## config.mk

```make
export PLATFORM = sky130hd
export DESIGN_NAME = source_text_tokenizer
export DESIGN_NICKNAME = d
export VERILOG_FILES = /design/src/hw/rtl/stt_pkg.sv /design/src/hw/rtl/stt_scanner.sv /design/src/hw/rtl/stt_result_queue.sv /design/src/hw/rtl/source_text_tokenizer.sv
export SDC_FILE = /design/constraint.sdc
export NUM_CORES = 1
export LEC_CHECK = 0
export BUFFER_PORTS_ARGS = -buffer_cell sky130_fd_sc_hd__clkbuf_2
export CORE_ASPECT_RATIO = 1.25
export CORE_MARGIN = 4
export CORE_UTILIZATION = 50
export DETAILED_ROUTE_END_ITERATION = 7
export PLACE_DENSITY = 0.67
export REMOVE_ABC_BUFFERS = 1
export SLEW_MARGIN = 20
export SYNTH_ARGS = -nofsm -noshare
export SYNTH_HDL_FRONTEND = slang
export SYNTH_SLANG_ARGS = --single-unit
```

## constraint.sdc

```tcl
create_clock -name clock -period 6.5 [get_ports clock]
set_clock_uncertainty 0.2 [all_clocks]
set_input_delay 0.65 -clock clock [delete_from_list [all_inputs] [get_ports clock]]
set_output_delay 0.65 -clock clock [all_outputs]
set_load 0.05 [all_outputs]
```

## src/hw/rtl/stt_pkg.sv

```systemverilog
// ---------------------------------------------------------------------------
// Source text tokenizer package
// Shared widths, token codes, result record and keyword helpers.
// ---------------------------------------------------------------------------
package stt_pkg;

   // Width of the running byte offset; offsets wrap at this width.
   localparam int OFFSET_BITS = 16;
   localparam int LEN_BITS    = 16;
   localparam int START_BITS  = 16;
   localparam int KIND_BITS   = 5;
   localparam int PREFIX_BYTES = 5;

   localparam logic [LEN_BITS-1:0] LEN_MAX = {LEN_BITS{1'b1}};

   // Result queue geometry.
   localparam int QUEUE_DEPTH = 4;
   localparam int QPTR_BITS   = $clog2(QUEUE_DEPTH);
   localparam int QCNT_BITS   = $clog2(QUEUE_DEPTH + 1);

   typedef logic [OFFSET_BITS-1:0]    offset_type;
   typedef logic [LEN_BITS-1:0]       len_type;
   typedef logic [KIND_BITS-1:0]      kind_type;
   typedef logic [8*PREFIX_BYTES-1:0] prefix_type;

   localparam kind_type KIND_IDENT  = 5'd0;
   localparam kind_type KIND_VAR    = 5'd1;
   localparam kind_type KIND_FN     = 5'd2;
   localparam kind_type KIND_BOOL   = 5'd3;
   localparam kind_type KIND_NIL    = 5'd4;
   localparam kind_type KIND_NUMBER = 5'd5;
   localparam kind_type KIND_ADD    = 5'd6;
   localparam kind_type KIND_SUB    = 5'd7;
   localparam kind_type KIND_MUL    = 5'd8;
   localparam kind_type KIND_DIV    = 5'd9;
   localparam kind_type KIND_EQUALS = 5'd10;
   localparam kind_type KIND_DOT    = 5'd11;
   localparam kind_type KIND_COMMA  = 5'd12;
   localparam kind_type KIND_LPAREN = 5'd13;
   localparam kind_type KIND_RPAREN = 5'd14;
   localparam kind_type KIND_LBRACE = 5'd15;
   localparam kind_type KIND_RBRACE = 5'd16;

   // Keywords packed with their first byte in the low bits.
   localparam prefix_type KW_VAR   = 40'h00_0072_6176;
   localparam prefix_type KW_FN    = 40'h00_0000_6E66;
   localparam prefix_type KW_TRUE  = 40'h00_6575_7274;
   localparam prefix_type KW_FALSE = 40'h65_736C_6166;
   localparam prefix_type KW_NIL   = 40'h00_006C_696E;

   typedef enum logic [1:0] {
      MODE_NONE = 2'd0,
      MODE_WORD = 2'd1,
      MODE_NUM  = 2'd2
   } mode_type;

   typedef struct packed {
      kind_type              kind;
      logic [START_BITS-1:0] start;
      len_type               length;
      logic                  last;
   } tok_type;

   // Up to two results produced by one accepted request.
   typedef struct packed {
      tok_type    tok0;
      tok_type    tok1;
      logic [1:0] count;
   } scan_out_type;

   function automatic kind_type word_kind(prefix_type prefix, len_type len);
      kind_type k;
      k = KIND_IDENT;
      if (len == len_type'(3) && prefix == KW_VAR) k = KIND_VAR;
      else if (len == len_type'(2) && prefix == KW_FN) k = KIND_FN;
      else if (len == len_type'(4) && prefix == KW_TRUE) k = KIND_BOOL;
      else if (len == len_type'(5) && prefix == KW_FALSE) k = KIND_BOOL;
      else if (len == len_type'(3) && prefix == KW_NIL) k = KIND_NIL;
      return k;
   endfunction

   // Reports an offset modulo 2^START_BITS.
   function automatic logic [START_BITS-1:0] to_start(offset_type off);
      logic [31:0] wide;
      wide = 32'(off);
      return wide[START_BITS-1:0];
   endfunction

endpackage

```

## src/hw/rtl/stt_scanner.sv

```systemverilog
// ---------------------------------------------------------------------------
// Tokenizer scanner
// Holds the pending run and byte offset and classifies one byte per cycle in which step is high.
// ---------------------------------------------------------------------------
module stt_scanner (
   input  logic                 clock,
   input  logic                 reset,
   input  logic                 step,
   input  logic [7:0]           ch,
   input  logic                 end_of_text,
   output stt_pkg::scan_out_type scan_out
);
   import stt_pkg::*;

   mode_type   mode_ff, mode_in;
   offset_type start_ff, start_in;
   len_type    len_ff, len_in;
   prefix_type prefix_ff, prefix_in;
   offset_type offset_ff, offset_in;

   logic     letter, digit, sym_hit, cont;
   logic     have_old, have_sym, have_eot, have_new;
   kind_type sym_kind;
   tok_type  tok_old, tok_new;

   always_comb begin
      sym_hit  = 1'b1;
      sym_kind = KIND_ADD;
      case (ch)
         "+": sym_kind = KIND_ADD;
         "-": sym_kind = KIND_SUB;
         "*": sym_kind = KIND_MUL;
         "/": sym_kind = KIND_DIV;
         "=": sym_kind = KIND_EQUALS;
         ".": sym_kind = KIND_DOT;
         ",": sym_kind = KIND_COMMA;
         "(": sym_kind = KIND_LPAREN;
         ")": sym_kind = KIND_RPAREN;
         "{": sym_kind = KIND_LBRACE;
         "}": sym_kind = KIND_RBRACE;
         default: sym_hit = 1'b0;
      endcase
   end

   always_comb begin
      letter = (ch >= "a" && ch <= "z") || (ch >= "A" && ch <= "Z");
      digit  = (ch >= "0" && ch <= "9");
      cont   = (mode_ff == MODE_WORD && (letter || digit)) ||
               (mode_ff == MODE_NUM && digit);

      // Run that this byte ends.
      have_old       = !cont && (mode_ff == MODE_WORD || mode_ff == MODE_NUM);
      tok_old.kind   = (mode_ff == MODE_WORD) ? word_kind(prefix_ff, len_ff) : KIND_NUMBER;
      tok_old.start  = to_start(start_ff);
      tok_old.length = len_ff;
      tok_old.last   = 1'b0;

      mode_in   = mode_ff;
      start_in  = start_ff;
      len_in    = len_ff;
      prefix_in = prefix_ff;

      if (cont) begin
         for (int i = 0; i < PREFIX_BYTES; i++) begin
            if (len_ff == len_type'(i)) begin
               prefix_in[8*i +: 8] = ch;
            end
         end
         if (len_ff != LEN_MAX) begin
            len_in = len_ff + len_type'(1);
         end
      end else if (letter || digit) begin
         mode_in   = letter ? MODE_WORD : MODE_NUM;
         start_in  = offset_ff;
         len_in    = len_type'(1);
         prefix_in = prefix_type'(ch);
      end else begin
         mode_in   = MODE_NONE;
         len_in    = '0;
         prefix_in = '0;
      end

      have_sym = !cont && !letter && !digit && sym_hit;
      have_eot = end_of_text && (mode_in == MODE_WORD || mode_in == MODE_NUM);
      have_new = have_sym || have_eot;

      if (have_sym) begin
         tok_new.kind   = sym_kind;
         tok_new.start  = to_start(offset_ff);
         tok_new.length = len_type'(1);
      end else begin
         tok_new.kind   = (mode_in == MODE_WORD) ? word_kind(prefix_in, len_in) : KIND_NUMBER;
         tok_new.start  = to_start(start_in);
         tok_new.length = len_in;
      end
      tok_new.last = 1'b1;

      if (end_of_text) begin
         mode_in   = MODE_NONE;
         len_in    = '0;
         prefix_in = '0;
         offset_in = '0;
      end else begin
         offset_in = offset_ff + offset_type'(1);
      end

      scan_out.tok0      = have_old ? tok_old : tok_new;
      scan_out.tok0.last = !(have_old && have_new);
      scan_out.tok1      = tok_new;
      scan_out.count     = {1'b0, have_old} + {1'b0, have_new};
   end

   always_ff @(posedge clock) begin
      if (reset) begin
         mode_ff   <= MODE_NONE;
         start_ff  <= '0;
         len_ff    <= '0;
         prefix_ff <= '0;
         offset_ff <= '0;
      end else if (step) begin
         mode_ff   <= mode_in;
         start_ff  <= start_in;
         len_ff    <= len_in;
         prefix_ff <= prefix_in;
         offset_ff <= offset_in;
      end
   end

endmodule

```

## src/hw/rtl/stt_result_queue.sv

```systemverilog
// ---------------------------------------------------------------------------
// Tokenizer result queue
// Small circular buffer taking up to two tokens a cycle, issuing one when not stalled.
// ---------------------------------------------------------------------------
module stt_result_queue (
   input  logic                  clock,
   input  logic                  reset,
   input  logic                  push,
   input  stt_pkg::scan_out_type scan_out,
   output logic                  room,
   output logic                  out_valid,
   input  logic                  out_stall,
   output stt_pkg::tok_type      out_tok
);
   import stt_pkg::*;

   tok_type               entry_ff [QUEUE_DEPTH];
   logic [QPTR_BITS-1:0]  rd_ptr_ff, rd_ptr_in;
   logic [QPTR_BITS-1:0]  wr_ptr_ff, wr_ptr_in;
   logic [QPTR_BITS-1:0]  wr_ptr_second;
   logic [QCNT_BITS-1:0]  count_ff, count_in;
   logic [QCNT_BITS-1:0]  n_push;
   logic                  pop;

   function automatic logic [QPTR_BITS-1:0] ptr_next(logic [QPTR_BITS-1:0] p);
      return (p == QPTR_BITS'(QUEUE_DEPTH - 1)) ? '0 : p + QPTR_BITS'(1);
   endfunction

   always_comb begin
      room          = (count_ff <= QCNT_BITS'(QUEUE_DEPTH - 2));
      out_valid     = (count_ff != '0);
      out_tok       = entry_ff[rd_ptr_ff];
      pop           = out_valid && !out_stall;
      n_push        = push ? QCNT_BITS'(scan_out.count) : '0;
      wr_ptr_second = ptr_next(wr_ptr_ff);
      rd_ptr_in     = pop ? ptr_next(rd_ptr_ff) : rd_ptr_ff;
      case (n_push)
         QCNT_BITS'(1): wr_ptr_in = wr_ptr_second;
         QCNT_BITS'(2): wr_ptr_in = ptr_next(wr_ptr_second);
         default:       wr_ptr_in = wr_ptr_ff;
      endcase
      count_in = count_ff + n_push - QCNT_BITS'(pop);
   end

   always_ff @(posedge clock) begin
      if (reset) begin
         rd_ptr_ff <= '0;
         wr_ptr_ff <= '0;
         count_ff  <= '0;
      end else begin
         rd_ptr_ff <= rd_ptr_in;
         wr_ptr_ff <= wr_ptr_in;
         count_ff  <= count_in;
      end
   end

   always_ff @(posedge clock) begin
      if (n_push != '0) begin
         entry_ff[wr_ptr_ff] <= scan_out.tok0;
      end
      if (n_push == QCNT_BITS'(2)) begin
         entry_ff[wr_ptr_second] <= scan_out.tok1;
      end
   end

endmodule

```

## src/hw/rtl/source_text_tokenizer.sv

```systemverilog
// ---------------------------------------------------------------------------
// Source text tokenizer
// Byte-serial lexer emitting tokens as kind, start offset and length.
// ---------------------------------------------------------------------------
// Usage: each request carries one byte of source text on req_ch, with
// req_end_of_text set on the final byte of a text. A request is taken at a
// clock edge where req_valid is high and req_stall is low. Each byte yields
// zero, one or two tokens on the rsp_ channel, in text order; rsp_last marks
// the final token caused by a byte. A token is taken at an edge where
// rsp_valid is high and rsp_stall is low.
// A token is written into the result queue when the request that ends it is
// taken. Throughput: one byte per cycle while each byte makes at most one
// token and rsp_stall is low; the single response port sets the limit, so a
// byte that closes a run and also yields a symbol queues two tokens.
// Stall: the four-entry result queue keeps taking bytes while tokens wait;
// req_stall rises once fewer than two entries are free. rsp_ payload holds
// steady while rsp_stall is high.
// Reset clears the pending run, the byte offset and the queue; the first
// byte after reset is at offset 0, as is the first byte after end of text.
// ---------------------------------------------------------------------------
module source_text_tokenizer (
   input  logic                               clock,
   input  logic                               reset,
   input  logic                               req_valid,
   output logic                               req_stall,
   input  logic [7:0]                         req_ch,
   input  logic                               req_end_of_text,
   output logic                               rsp_valid,
   input  logic                               rsp_stall,
   output stt_pkg::kind_type                  rsp_kind,
   output logic [stt_pkg::START_BITS-1:0]     rsp_start_res,
   output stt_pkg::len_type                   rsp_length,
   output logic                               rsp_last
);
   import stt_pkg::*;

   scan_out_type scan_out;
   tok_type      out_tok;
   logic         room;
   logic         step;

   // A byte is only taken when the queue can hold both tokens it might cause.
   assign req_stall = !room;
   assign step      = req_valid && room;

   stt_scanner u_scanner (
      .clock       (clock),
      .reset       (reset),
      .step        (step),
      .ch          (req_ch),
      .end_of_text (req_end_of_text),
      .scan_out    (scan_out)
   );

   stt_result_queue u_queue (
      .clock     (clock),
      .reset     (reset),
      .push      (step),
      .scan_out  (scan_out),
      .room      (room),
      .out_valid (rsp_valid),
      .out_stall (rsp_stall),
      .out_tok   (out_tok)
   );

   assign rsp_kind      = out_tok.kind;
   assign rsp_start_res = out_tok.start;
   assign rsp_length    = out_tok.length;
   assign rsp_last      = out_tok.last;

endmodule

```

==> results of run 1 <==
area by class of cell:
class,count,area [um^2],share of cell area
Timing Repair Buffer,81,478.0,0.03252
Clock inverter,8,68.82,0.004682
Tap cell,340,425.4,0.02895
Clock buffer,40,798.3,0.05432
Sequential cell,251,6511,0.4430
Multi-Input combinational cell,919,6310,0.4293
Inverter,28,105.1,0.007151
routing by layer:
| metal | part of all wire | routed length (um) | track usage |
|---|---|---|---|
| met4 | 0.031 | 1132 | 0.08427 |
| met3 | 0.058 | 2111 | 0.02679 |
| met2 | 0.51 | 18690 | 0.4427 |
| met1 | 0.40 | 14630 | 0.3088 |
| met5 | 0 | 0 | 0 |
kinds of logic after synthesis:
family          after synthesis  synth area share
compound gates              307            0.1628
flops                       251            0.4883
simple gates                498            0.1856
xor+xnor                     17           0.01117
buf+inv                     123           0.03831
fa+ha+maj                    21           0.02028
mux                          76           0.09353
worst min-delay path, cell delays in order (launching register included):
cell      delay [ns]
dfxtp_1         0.31
nand2_1         0.05
o211ai_1        0.08
power breakdown:
group	switching [mW]	internal [mW]	total [mW]
Sequential	0.0429	1.72	1.76
Clock	0.616	0.883	1.50
Combinational	0.584	0.262	0.846
synth_stat cells (15+ instances only):
library cell	n
inv_1	27
a22oi_1	35
edfxtp_1	148
o21ai_0	23
nand3_1	26
a22o_1	65
mux2i_1	33
dfxtp_1	103
nor3_1	15
a21oi_1	95
clkbuf_1	64
nand2_1	131
nor2_1	180
mux4_2	38
nand4_1	20
nand2b_1	18
ha_1	20
flip-flops by register name, summed over array words and instances, names as in the netlist, named ones only:
register	count
u_queue.wr_ptr_ff	2
u_queue.entry_ff	152
u_scanner.len_ff	16
u_scanner.mode_ff	2
u_queue.rd_ptr_ff	2
u_scanner.offset_ff	16
u_scanner.start_ff	16
u_queue.count_ff	3
u_scanner.prefix_ff	40
path summary, 6_finish.rpt:
| check | from | to | slack [ns] | depth (start not counted) |
|---|---|---|---|---|
| worst min register to register | u_queue.entry_ff[0][0] | u_queue.entry_ff[0][0] | 0.29 | 2 |
| worst max register to register | u_scanner.len_ff[0] | u_queue.entry_ff[2][34] | 1.68 | 12 |
| worst min-delay path | u_queue.entry_ff[0][0] | u_queue.entry_ff[0][0] | 0.29 | 2 |
| worst max-delay path | req_ch[1] | u_queue.entry_ff[3][30] | 1.57 | 16 |
==> Implementation_results.wiki, run 1 <==
{| class="wikitable"
! Metric !! Value
|-
| Number of buffers inserted by post-CTS setup repair || 0
|-
| Worst-case hold slack || 0.2949 ns
|-
| PostCTS Resize Cnt || 0
|-
| Global placer's final weighted congestion || 0.9745
|-
| Chip Height || 190.5 um
|-
| Run status || finished, final reports clean
|-
| Most common cell after layout, fill and taps aside || nor2_1
|-
| Routed WL per cell || 21.93 um
|-
| Endpoint arrival time on the critical path || 4.89 ns
|-
| Non-filler instance count after layout || 1667
|-
| Final layout net count || 1341
|-
| Total of endpoints with negative setup slack in the final report || 0
|-
| Clock input transition at the sequential cells of the worst setup and hold paths || 0.06 ns
|-
| Number of placed I/O pins || 53
|-
| Number of synthesized flops with an enable pin || 148
|-
| Final Core Density || 0.5614
|-
| Detail-routed via count per cell || 6.340
|-
| Unrepaired setup endpoints after global routing || no
|-
| Root buffer cell || clkbuf_16
|-
| Design area || 14700 um^2
|-
| F_max || 202.8 MHz
|-
| Number of detailed-route iterations in the first pass || 5
|-
| Detailed placement HPWL || 24220 um
|-
| Path type of the worst min-delay path || flip-flop to flip-flop
|-
| Starting utilization of the core area || 0.5090
|-
| Placed instance count || 1619
|-
| Iteration-0 DRC count of the detailed router || 883
|-
| Cells taking the most area after synthesis || edfxtp_1 33%, dfxtp_1 15%, mux4_2 6.4%
|-
| Worst Path Class, Setup || input port to flip-flop
|-
| Power density cells || 279.6 nW/um^2
|-
| Main flop type after synthesis || edfxtp_1
|-
| Ratio of cells with drive above 1 in the final layout || 0.1432
|-
| Transition time of the tightest slew-check pin || 0.9787 ns
|-
| Cell mode on critical path || inv_1
|-
| Commonest cells after routing, fill and taps aside || 179 x nor2_1, 148 x edfxtp_1, 131 x nand2_1
|-
| Antenna diodes || 0
|-
| Total Die Area || 29340 um^2
|-
| Aggregate routed wire length || 36560 um
|-
| Crit path time final || 4.930 ns
|-
| Sum of internal, switching and leakage power || 4.110 mW
|-
| Maximum number of pins on one net before global-route repair || 85
|-
| TritonCTS buffer count || 26
|-
| Final period util || 0.7585
|-
| Maximum root-to-sink buffer count || 3
|-
| Placed cell areas || 13830 um^2
|-
| Filler cell count in the final layout || 2262
|-
| CTS tree || done
|-
| Input/output buffers || 52
|-
| # Max-Cap Violations || 0
|-
| Max Fanout on Critical Path || 37
|-
| Source-to-sink clock delay at the later pin of the worst-skew pair || 0.54 ns
|-
| Area of the mapped netlist || 13320 um^2
|-
| Count of H-tree levels built during CTS || 1
|-
| Max VDD drop || 0.1874 mV
|-
| Vias in the first global route || 10.49k
|-
| Total of hold buffers inserted after clock tree synthesis || 0
|-
| Longest individual stage delay on the worst path || 0.60 ns
|-
| Total gr overflow || 0
|-
| Critical path cell sequence || clkbuf_2 > or3_4 > o221ai_4 > o22a_1 > nand2b_1 > clkinv_1 > ha_1 > nand2_1 > inv_1 > ha_1 > nand2_1 > inv_1 > nor2_1 > buf_4 > inv_1 > buf_4
|-
| Area leader, netlist || edfxtp_1
|-
| Number of antenna violations at the first check in global routing || 0
|-
| Final hold violation count || 0
|-
| Average footprint of a synthesized cell || 10.30 um^2
|-
| Master of the slowest instance on the critical path || o22a_1
|-
| Max-slew violations || 0
|-
| Leak Pwr || 4.715 nW
|-
| Async SR Flop Fraction || 0
|-
| Post-synthesis sequential area ratio || 0.4883
|-
| Worst setup SP type || input port
|-
| Worst slack at placement || 1.138 ns
|-
| Proportion of netlist area held by the largest area contributor || 0.3336
|-
| Synthesis-to-layout area growth || 10.30%
|-
| First-pass GRT wire length || 58410 um
|-
| Post-route ant nets || 0
|-
| Count of distinct cell types in the synthesized netlist || 87
|-
| Flip-flop and latch count after synthesis || 251
|-
| Clock Sinks || 251
|-
| Headroom to the max-slew limit || 0.3471
|-
| Critical Path End Type || flip-flop
|-
| Cell family with the largest share of critical-path delay || buffers and inverters
|-
| Number of instances in the synthesized netlist || 1293
|-
| Die span in x || 154.0 um
|-
| Warning count from the yosys run || 0
|-
| FP Rows || 66
|-
| Via count of the routed design || 10.57k
|-
| Residual DRC || 0
|-
| Global-route usage over all layers || 0.2463
|-
| Required arrival time at the worst endpoint || 6.46 ns
|-
| PnR worst setup slack || 1.570 ns
|-
| Setup_tns || 0 ns
|-
| Number of buffers and inverters on the critical path || 7
|-
| Core Footprint || 26180 um^2
|}
Note: power is estimated with default switching activity, not from simulation.
==> inputs of run 2 (changes only) <==
--- a/config.mk
+++ b/config.mk
@@ -10,7 +10,7 @@
 export CORE_MARGIN = 4
 export CORE_UTILIZATION = 50
 export DETAILED_ROUTE_END_ITERATION = 7
-export PLACE_DENSITY = 0.67
+export PLACE_DENSITY = 0.69
 export REMOVE_ABC_BUFFERS = 1
 export SLEW_MARGIN = 20
 export SYNTH_ARGS = -nofsm -noshare
==> constraint.sdc (replaced) <==
create_clock -name clock -period 4.1 [get_ports clock]
set_clock_uncertainty 0.2 [all_clocks]
set_input_delay 0.41 -clock clock [delete_from_list [all_inputs] [get_ports clock]]
set_output_delay 0.41 -clock clock [all_outputs]
set_load 0.05 [all_outputs]
==> run 2 against run 1 <==
Clock power is 57% higher. Cell area rose by 4.5%. Global-route usage grew 0.096 points. Register-to-register slack lost 1.4 ns. Critical path type is now flip-flop to flip-flop. Critical endpoint is now u_queue.entry_ff[3][34]. Largest cell class unchanged. Largest power group unchanged.
==> Implementation_results.wiki, run 2 (same netlist as run 1, synthesis figures left out) <==
{| class="wikitable"
! Metric !! Value
|-
| Global-route usage over all layers || 0.2472 (+0.0009602)
|-
| Setup_tns || 0 ns (unchanged)
|-
| Run status || finished, final reports clean
|-
| Transition time of the tightest slew-check pin || 0.8807 ns (-0.09803 ns)
|-
| Sequential share of power || 0.432 (+0.003)
|-
| Post-route ant nets || 0 (unchanged)
|-
| Headroom to the max-slew limit || 0.4075 (+0.06031)
|-
| Clock Sinks || 251 (unchanged)
|-
| Global placer's final weighted congestion || 0.9817 (+0.74%)
|-
| Max VDD drop || 0.2977 mV (+59%)
|-
| Logic pwr share || 0.207 (about the same)
|-
| Max reg flops || 152 (unchanged)
|-
| PostCTS Resize Cnt || 0 (unchanged)
|-
| Chip Height || 190.5 um (unchanged)
|-
| Synthesis-to-layout area growth || 15.28%
|-
| Iteration-0 DRC count of the detailed router || 855 (-3.2%)
|-
| Endpoint arrival time on the critical path || 4.04 ns (-0.85 ns)
|-
| Source-to-sink clock delay at the later pin of the worst-skew pair || 0.54 ns (about the same)
|-
| Number of buffers inserted by post-CTS setup repair || 0 (unchanged)
|-
| TritonCTS buffer count || 26 (unchanged)
|-
| Source of the worst hold timing path || rsp_stall
|-
| Commonest cells after routing, fill and taps aside || 179 x nor2_1, 148 x edfxtp_1, 131 x nand2_1
|-
| Setup slack, reg-to-reg || 0.24 ns (-1.44 ns)
|-
| Final hold violation count || 0 (unchanged)
|-
| Residual DRC || 0 (unchanged)
|-
| Worst-case hold slack || 0.07563 ns (-0.2193 ns)
|-
| Maximum root-to-sink buffer count || 3 (unchanged)
|-
| FP Rows || 66 (unchanged)
|-
| Switching component of the power || 1.990 mW (+60%)
|-
| Unrepaired setup endpoints after global routing || no
|-
| Detail-routed via count per cell || 6.213 (-2.0%)
|-
| Antenna diodes || 0 (unchanged)
|-
| Placed cell areas || 14470 um^2 (+4.7%)
|-
| Power density cells || 425.9 nW/um^2 (+52%)
|-
| Max Fanout on Critical Path || 10 (-73%)
|-
| # Max-Cap Violations || 0 (unchanged)
|-
| Worst r2r src || u_scanner.len_ff[7]
|-
| Die span in x || 154.0 um (unchanged)
|-
| Design area || 15360 um^2 (+4.5%)
|-
| Area of the multi-input gates || 6329 um^2 (+0.30%)
|-
| Total gr overflow || 0 (unchanged)
|-
| First-pass GRT wire length || 58920 um (+0.87%)
|-
| Internal power contribution || 4.552 mW (+59%)
|-
| Worst Path Class, Setup || flip-flop to flip-flop
|-
| CTS tree || done
|-
| Ratio of cells with drive above 1 in the final layout || 0.1874 (+0.04423)
|-
| Largest registers || u_queue.entry_ff x152, u_scanner.prefix_ff x40
|-
| Aggregate routed wire length || 36270 um (-0.80%)
|-
| Starting utilization of the core area || 0.5090 (unchanged)
|-
| Number of detailed-route iterations in the first pass || 5 (unchanged)
|-
| Clock input transition at the sequential cells of the worst setup and hold paths || 0.06 ns (about the same)
|-
| Hold path cells || 4 (+2)
|-
| Area used by sequential logic in the layout || 6511 um^2 (unchanged)
|-
| Worst slack at placement || 0.1677 ns (-0.9707 ns)
|-
| Number of antenna violations at the first check in global routing || 0 (unchanged)
|-
| Total of endpoints with negative setup slack in the final report || 0 (unchanged)
|-
| Sw Share || 0.3042 (+0.001672)
|-
| Routed WL per cell || 20.87 um (-4.9%)
|-
| Master of the slowest instance on the critical path || dfxtp_1
|-
| Largest reg by FF count || u_queue.entry_ff
|-
| Worst flop-to-flop path endpoint || u_queue.entry_ff[3][34]
|-
| Most common cell after layout, fill and taps aside || nor2_1
|-
| Core Footprint || 26180 um^2 (unchanged)
|-
| Count of H-tree levels built during CTS || 1 (unchanged)
|-
| Final Core Density || 0.5868 (+0.02533)
|-
| Worst setup SP type || flip-flop
|-
| PnR worst setup slack || 0.2422 ns (-1.328 ns)
|-
| Worst reg2reg path depth || 12 (unchanged)
|-
| Crit path time final || 3.858 ns
|-
| Input/output buffers || 52 (unchanged)
|-
| Total Die Area || 29340 um^2 (unchanged)
|-
| Maximum number of pins on one net before global-route repair || 58 (-32%)
|-
| Final period util || 0.9409
|-
| Total of hold buffers inserted after clock tree synthesis || 0 (unchanged)
|-
| Max-slew violations || 0 (unchanged)
|-
| F_max || 259.2 MHz
|-
| Root buffer cell || clkbuf_16
|-
| Clock share of power || 0.361 (-0.004)
|-
| Number of placed I/O pins || 53 (unchanged)
|-
| Critical Path End Type || flip-flop
|-
| Path type of the worst min-delay path || input port to flip-flop
|-
| Critical path cell sequence || nand3_4 > nor4_1 > mux2i_1 > nand3_1 > nor4_1 > buf_4 > nand4_1 > o41a_1 > a221oi_2 > buf_4 > o21ai_1 > o21ai_1
|-
| Detailed placement HPWL || 25170 um (+3.9%)
|-
| Vias in the first global route || 10.88k (+3.7%)
|-
| Longest individual stage delay on the worst path || 0.64 ns (+0.04 ns)
|-
| Final layout net count || 1412 (+5.3%)
|-
| Required arrival time at the worst endpoint || 4.28 ns (-2.18 ns)
|-
| Leak Pwr || 5.090 nW (+8.0%)
|-
| Filler cell count in the final layout || 2169 (-4.1%)
|-
| Via count of the routed design || 10.80k (+2.2%)
|}
run 2: worst max path at each step:
stage	start	endpoint	slack (ns)	cells past startpoint
after floorplan	req_ch[1]	u_queue.entry_ff[1][10]	-0.42	13
after global placement	req_ch[1]	u_queue.entry_ff[2][34]	0.23	15
after detailed placement	req_ch[1]	u_queue.entry_ff[3][34]	0.17	15
after CTS	u_scanner.len_ff[0]	u_queue.entry_ff[3][34]	0.21	13
after global routing	u_scanner.len_ff[11]	u_queue.entry_ff[0][34]	0.02	11
final	u_scanner.len_ff[7]	u_queue.entry_ff[3][34]	0.24	12
run 2: layer usage:
layer | wire length (um) | share of wire | vias up | GRT usage
met5 | 0 | 0 | - | 0
met3 | 2283 | 0.063 | 88 | 0.03042
met2 | 18020 | 0.50 | 414 | 0.4333
li1 | - | - | 5029 | -
met4 | 1251 | 0.034 | 0 | 0.08835
met1 | 14710 | 0.41 | 5268 | 0.3158
run 2: stage by stage:
stage          power (mW)  std cells
6_report            6.542       1738
5_1_grt             6.789       1738
4_1_cts             6.604       1738
3_5_place_dp        4.251       1690
3_3_place_gp        4.230       1690
2_1_floorplan       3.835       1198
run 2: cell type report:
class                      count  share of cell area
inverter                      28            0.006843
multi-input combinational    919              0.4120
clock buffer                  38             0.04993
clock inverter                10            0.006435
timing repair buffer         152             0.07315
sequential                   251              0.4239
tap                          340             0.02770
run 2: worst max-delay path, delay by kind of cell, from the launching register on:
family,cells,cell delay [ns]
AND/OR/NAND/NOR,5,1.28
flip-flops,1,0.64
AO/OA/AOI/OAI,4,0.90
buffers and inverters,2,0.37
multiplexers,1,0.32
run 2: power by group through the flow:
stage | clock network, mW | registers (mW) | logic [mW]
CTS | 2.40 | 2.83 | 1.37
detailed placement | 0 | 2.89 | 1.37
floorplan | 0 | 2.88 | 0.959
global placement | 0 | 2.88 | 1.35
global route | 2.51 | 2.84 | 1.44
finish | 2.36 | 2.83 | 1.35
==> inputs of run 3 (changes only) <==
==> constraint.sdc (replaced) <==
create_clock -name clock -period 4.1 [get_ports clock]
set_clock_uncertainty 0.2 [all_clocks]
set_input_delay 0.41 -clock clock [delete_from_list [all_inputs] [get_ports clock]]
set_output_delay 0.41 -clock clock [all_outputs]
set_load 0.01 [all_outputs]
==> run 3 against run 2 <==
Final cell count grew 0.58%. Via count decreased by 0.52%. Die area unchanged. Sequential power down 1%. Cell area up 0.24%. Global-route usage decreased by 0.18 points. Wire length up 1.1%. First-iteration DRC count fell by 5.1%. Largest power group unchanged. Sequential share of layout area down 0.11 points. Register-to-register slack got worse by 0.02 ns. Hold slack gained 0.015 ns. Combinational power fell by 25%.
==> Implementation_results.wiki, run 3 (same netlist as run 1, synthesis figures left out) <==
{| class="wikitable"
! Metric !! Value
|-
| Power density cells || 396.0 nW/um^2 (-7.0%)
|-
| Critical path cell sequence || ha_1 > nand2_1 > or3_1 > buf_4 > o21ai_0 > o2111ai_1 > nor4_2 > buf_4 > nand4_1 > o41a_1 > a221oi_2 > buf_4 > o21ai_1 > o21ai_1
|-
| Via count of the routed design || 10.74k (-0.52%)
|-
| Met2 capacity usage during global routing || 0.4265 (-0.006725)
|-
| Path type of the worst min-delay path || input port to flip-flop
|-
| Clock Sinks || 251 (unchanged)
|-
| Die span in x || 154.0 um (unchanged)
|-
| PnR worst setup slack || 0.2176 ns (-0.02461 ns)
|-
| Leak Pwr || 5.104 nW (+0.26%)
|-
| Routed WL per cell || 20.97 um (+0.48%)
|-
| Number of detailed-route iterations in the first pass || 5 (unchanged)
|-
| Final Core Density || 0.5881 (+0.001386)
|-
| Post-route ant nets || 0 (unchanged)
|-
| Count of H-tree levels built during CTS || 1 (unchanged)
|-
| # Max-Cap Violations || 0 (unchanged)
|-
| Global placer's final weighted congestion || 0.9528 (-2.9%)
|-
| Max reg flops || 152 (unchanged)
|-
| Total of endpoints with negative setup slack in the final report || 0 (unchanged)
|-
| Crit path time final || 3.882 ns (+0.02461 ns)
|-
| Commonest cells after routing, fill and taps aside || 179 x nor2_1, 148 x edfxtp_1, 131 x nand2_1
|-
| Core Footprint || 26180 um^2 (unchanged)
|-
| Master of the slowest instance on the critical path || o41a_1
|-
| Worst slack at placement || 0.07922 ns (-0.08847 ns)
|-
| Design area || 15400 um^2 (+0.24%)
|-
| Vias in the first global route || 10.71k (-1.6%)
|-
| Worst setup SP type || flip-flop
|-
| Largest reg by FF count || u_queue.entry_ff
|-
| Final layout net count || 1422 (+0.71%)
|-
| Total gr overflow || 0 (unchanged)
|-
| Max-slew violations || 0 (unchanged)
|-
| Transition time of the tightest slew-check pin || 1.097 ns (+0.2158 ns)
|-
| Number of antenna violations at the first check in global routing || 0 (unchanged)
|-
| Area used by sequential logic in the layout || 6510 um^2 (about the same)
|-
| Maximum number of pins on one net before global-route repair || 57 (-1.7%)
|-
| Detailed placement HPWL || 25220 um (+0.19%)
|-
| First-pass GRT wire length || 58410 um (-0.87%)
|-
| Unrepaired setup endpoints after global routing || no
|-
| Run status || finished, final reports clean
|-
| Antenna diodes || 0 (unchanged)
|-
| Max Fanout on Critical Path || 8 (-2)
|-
| Number of placed I/O pins || 53 (unchanged)
|-
| Sum of internal, switching and leakage power || 6.096 mW (-6.8%)
|-
| Cell mode on critical path || buf_4
|-
| Met3 usage || 0.02928 (-0.001135)
|-
| F_max || 257.6 MHz (-0.63%)
|-
| Global-route usage over all layers || 0.2455 (-0.001783)
|-
| Most common cell after layout, fill and taps aside || nor2_1
|-
| Number of buffers and inverters on the critical path || 3 (+1)
|-
| Cell family with the largest share of critical-path delay || compound AO/OA/AOI/OAI gates
|-
| Required arrival time at the worst endpoint || 4.28 ns (about the same)
|-
| Worst-case hold slack || 0.09028 ns (+0.01465 ns)
|-
| Iteration-0 DRC count of the detailed router || 811 (-5.1%)
|-
| Chip Height || 190.5 um (unchanged)
|-
| Gr busiest metal || met2
|-
| Detail-routed via count per cell || 6.146 (-1.1%)
|-
| Residual DRC || 0 (unchanged)
|-
| Final period util || 0.9469 (+0.006002)
|-
| Starting utilization of the core area || 0.5090 (unchanged)
|-
| CTS tree || done
|-
| Headroom to the max-slew limit || 0.2690 (-0.1385)
|-
| TritonCTS buffer count || 26 (unchanged)
|-
| Critical Path End Type || flip-flop
|-
| Worst Path Class, Setup || flip-flop to flip-flop
|-
| Filler cell count in the final layout || 2229 (+2.8%)
|-
| Met1 layer usage reported by global route || 0.3172 (+0.001423)
|-
| Root buffer cell || clkbuf_16
|-
| Placed cell areas || 14550 um^2 (+0.52%)
|-
| Max VDD drop || 0.3037 mV (+2.0%)
|-
| Total Die Area || 29340 um^2 (unchanged)
|-
| Input/output buffers || 52 (unchanged)
|-
| Endpoint arrival time on the critical path || 4.07 ns (+0.03 ns)
|-
| FP Rows || 66 (unchanged)
|-
| Clock input transition at the sequential cells of the worst setup and hold paths || 0.07 ns (about the same)
|-
| Final hold violation count || 0 (unchanged)
|-
| Source-to-sink clock delay at the later pin of the worst-skew pair || 0.54 ns (about the same)
|-
| Longest individual stage delay on the worst path || 0.46 ns (-0.18 ns)
|-
| Ratio of cells with drive above 1 in the final layout || 0.1946 (+0.007192)
|-
| Area of the multi-input gates || 6331 um^2 (about the same)
|-
| Largest registers || u_queue.entry_ff x152, u_scanner.prefix_ff x40
|-
| Maximum root-to-sink buffer count || 3 (unchanged)
|-
| Aggregate routed wire length || 36650 um (+1.1%)
|-
| Synthesis-to-layout area growth || 15.55%
|}
==> run 3: changes by cell type in the layout (fill, tap and decap cells not counted), moves of 2 or more <==
cell	change
buf_4	+10
clkbuf_8	-3
clkinv_1	+2
dfxtp_2	+2
inv_6	+2
==> run 3: per-layer routing <==
layer,up-vias,share of wire
met1,5197,0.42
met2,419,0.50
li1,5048,-
met4,0,0.032
met5,-,0
met3,79,0.054
==> run 3: through the flow <==
stage / instances / TNS [ns]
3_5_place_dp: 1700 / 0
6_report: 1748 / 0
5_1_grt: 1748 / 0
4_1_cts: 1748 / 0
2_1_floorplan: 1198 / -80.40
3_3_place_gp: 1700 / 0
==> run 3: area by class of cell <==
| cell class | instances | area share |
|---|---|---|
| flip-flops and latches | 251 | 0.4228 |
| multi-input cells | 919 | 0.4112 |
| repair buffers | 162 | 0.07785 |
| clock buffers | 33 | 0.04527 |
| well taps | 340 | 0.02763 |
| clock inverters | 15 | 0.008371 |
| inverters | 28 | 0.006827 |
==> run 3: path summary, 6_finish.rpt <==
path                             end  slack [ns]                   start  cells after the start
max          u_queue.entry_ff[3][34]        0.22     u_scanner.len_ff[0]                     14
min                        flip-flop        0.09               rsp_stall                      4
max reg2reg  u_queue.entry_ff[3][34]        0.22     u_scanner.len_ff[0]                     14
min reg2reg   u_queue.entry_ff[3][0]        0.29  u_queue.entry_ff[3][0]                      2
==> run 3: repair_timing <==
action,4_1_cts,5_1_grt
resized for setup,0,5
buffers inserted,0,0
hold buffers,0,0
setup endpoints to repair,0,11
==> run 3: tightest hold or removal path, cell delays in order <==
cell and delay, ns:
clkbuf_2 0.08, nor2b_1 0.08, mux2i_1 0.16, nor2_1 0.07
==> run 3: power breakdown <==
part           internal, mW  switching (mW)
clock network          1.28            1.01
logic                 0.446           0.568
registers              2.73          0.0657
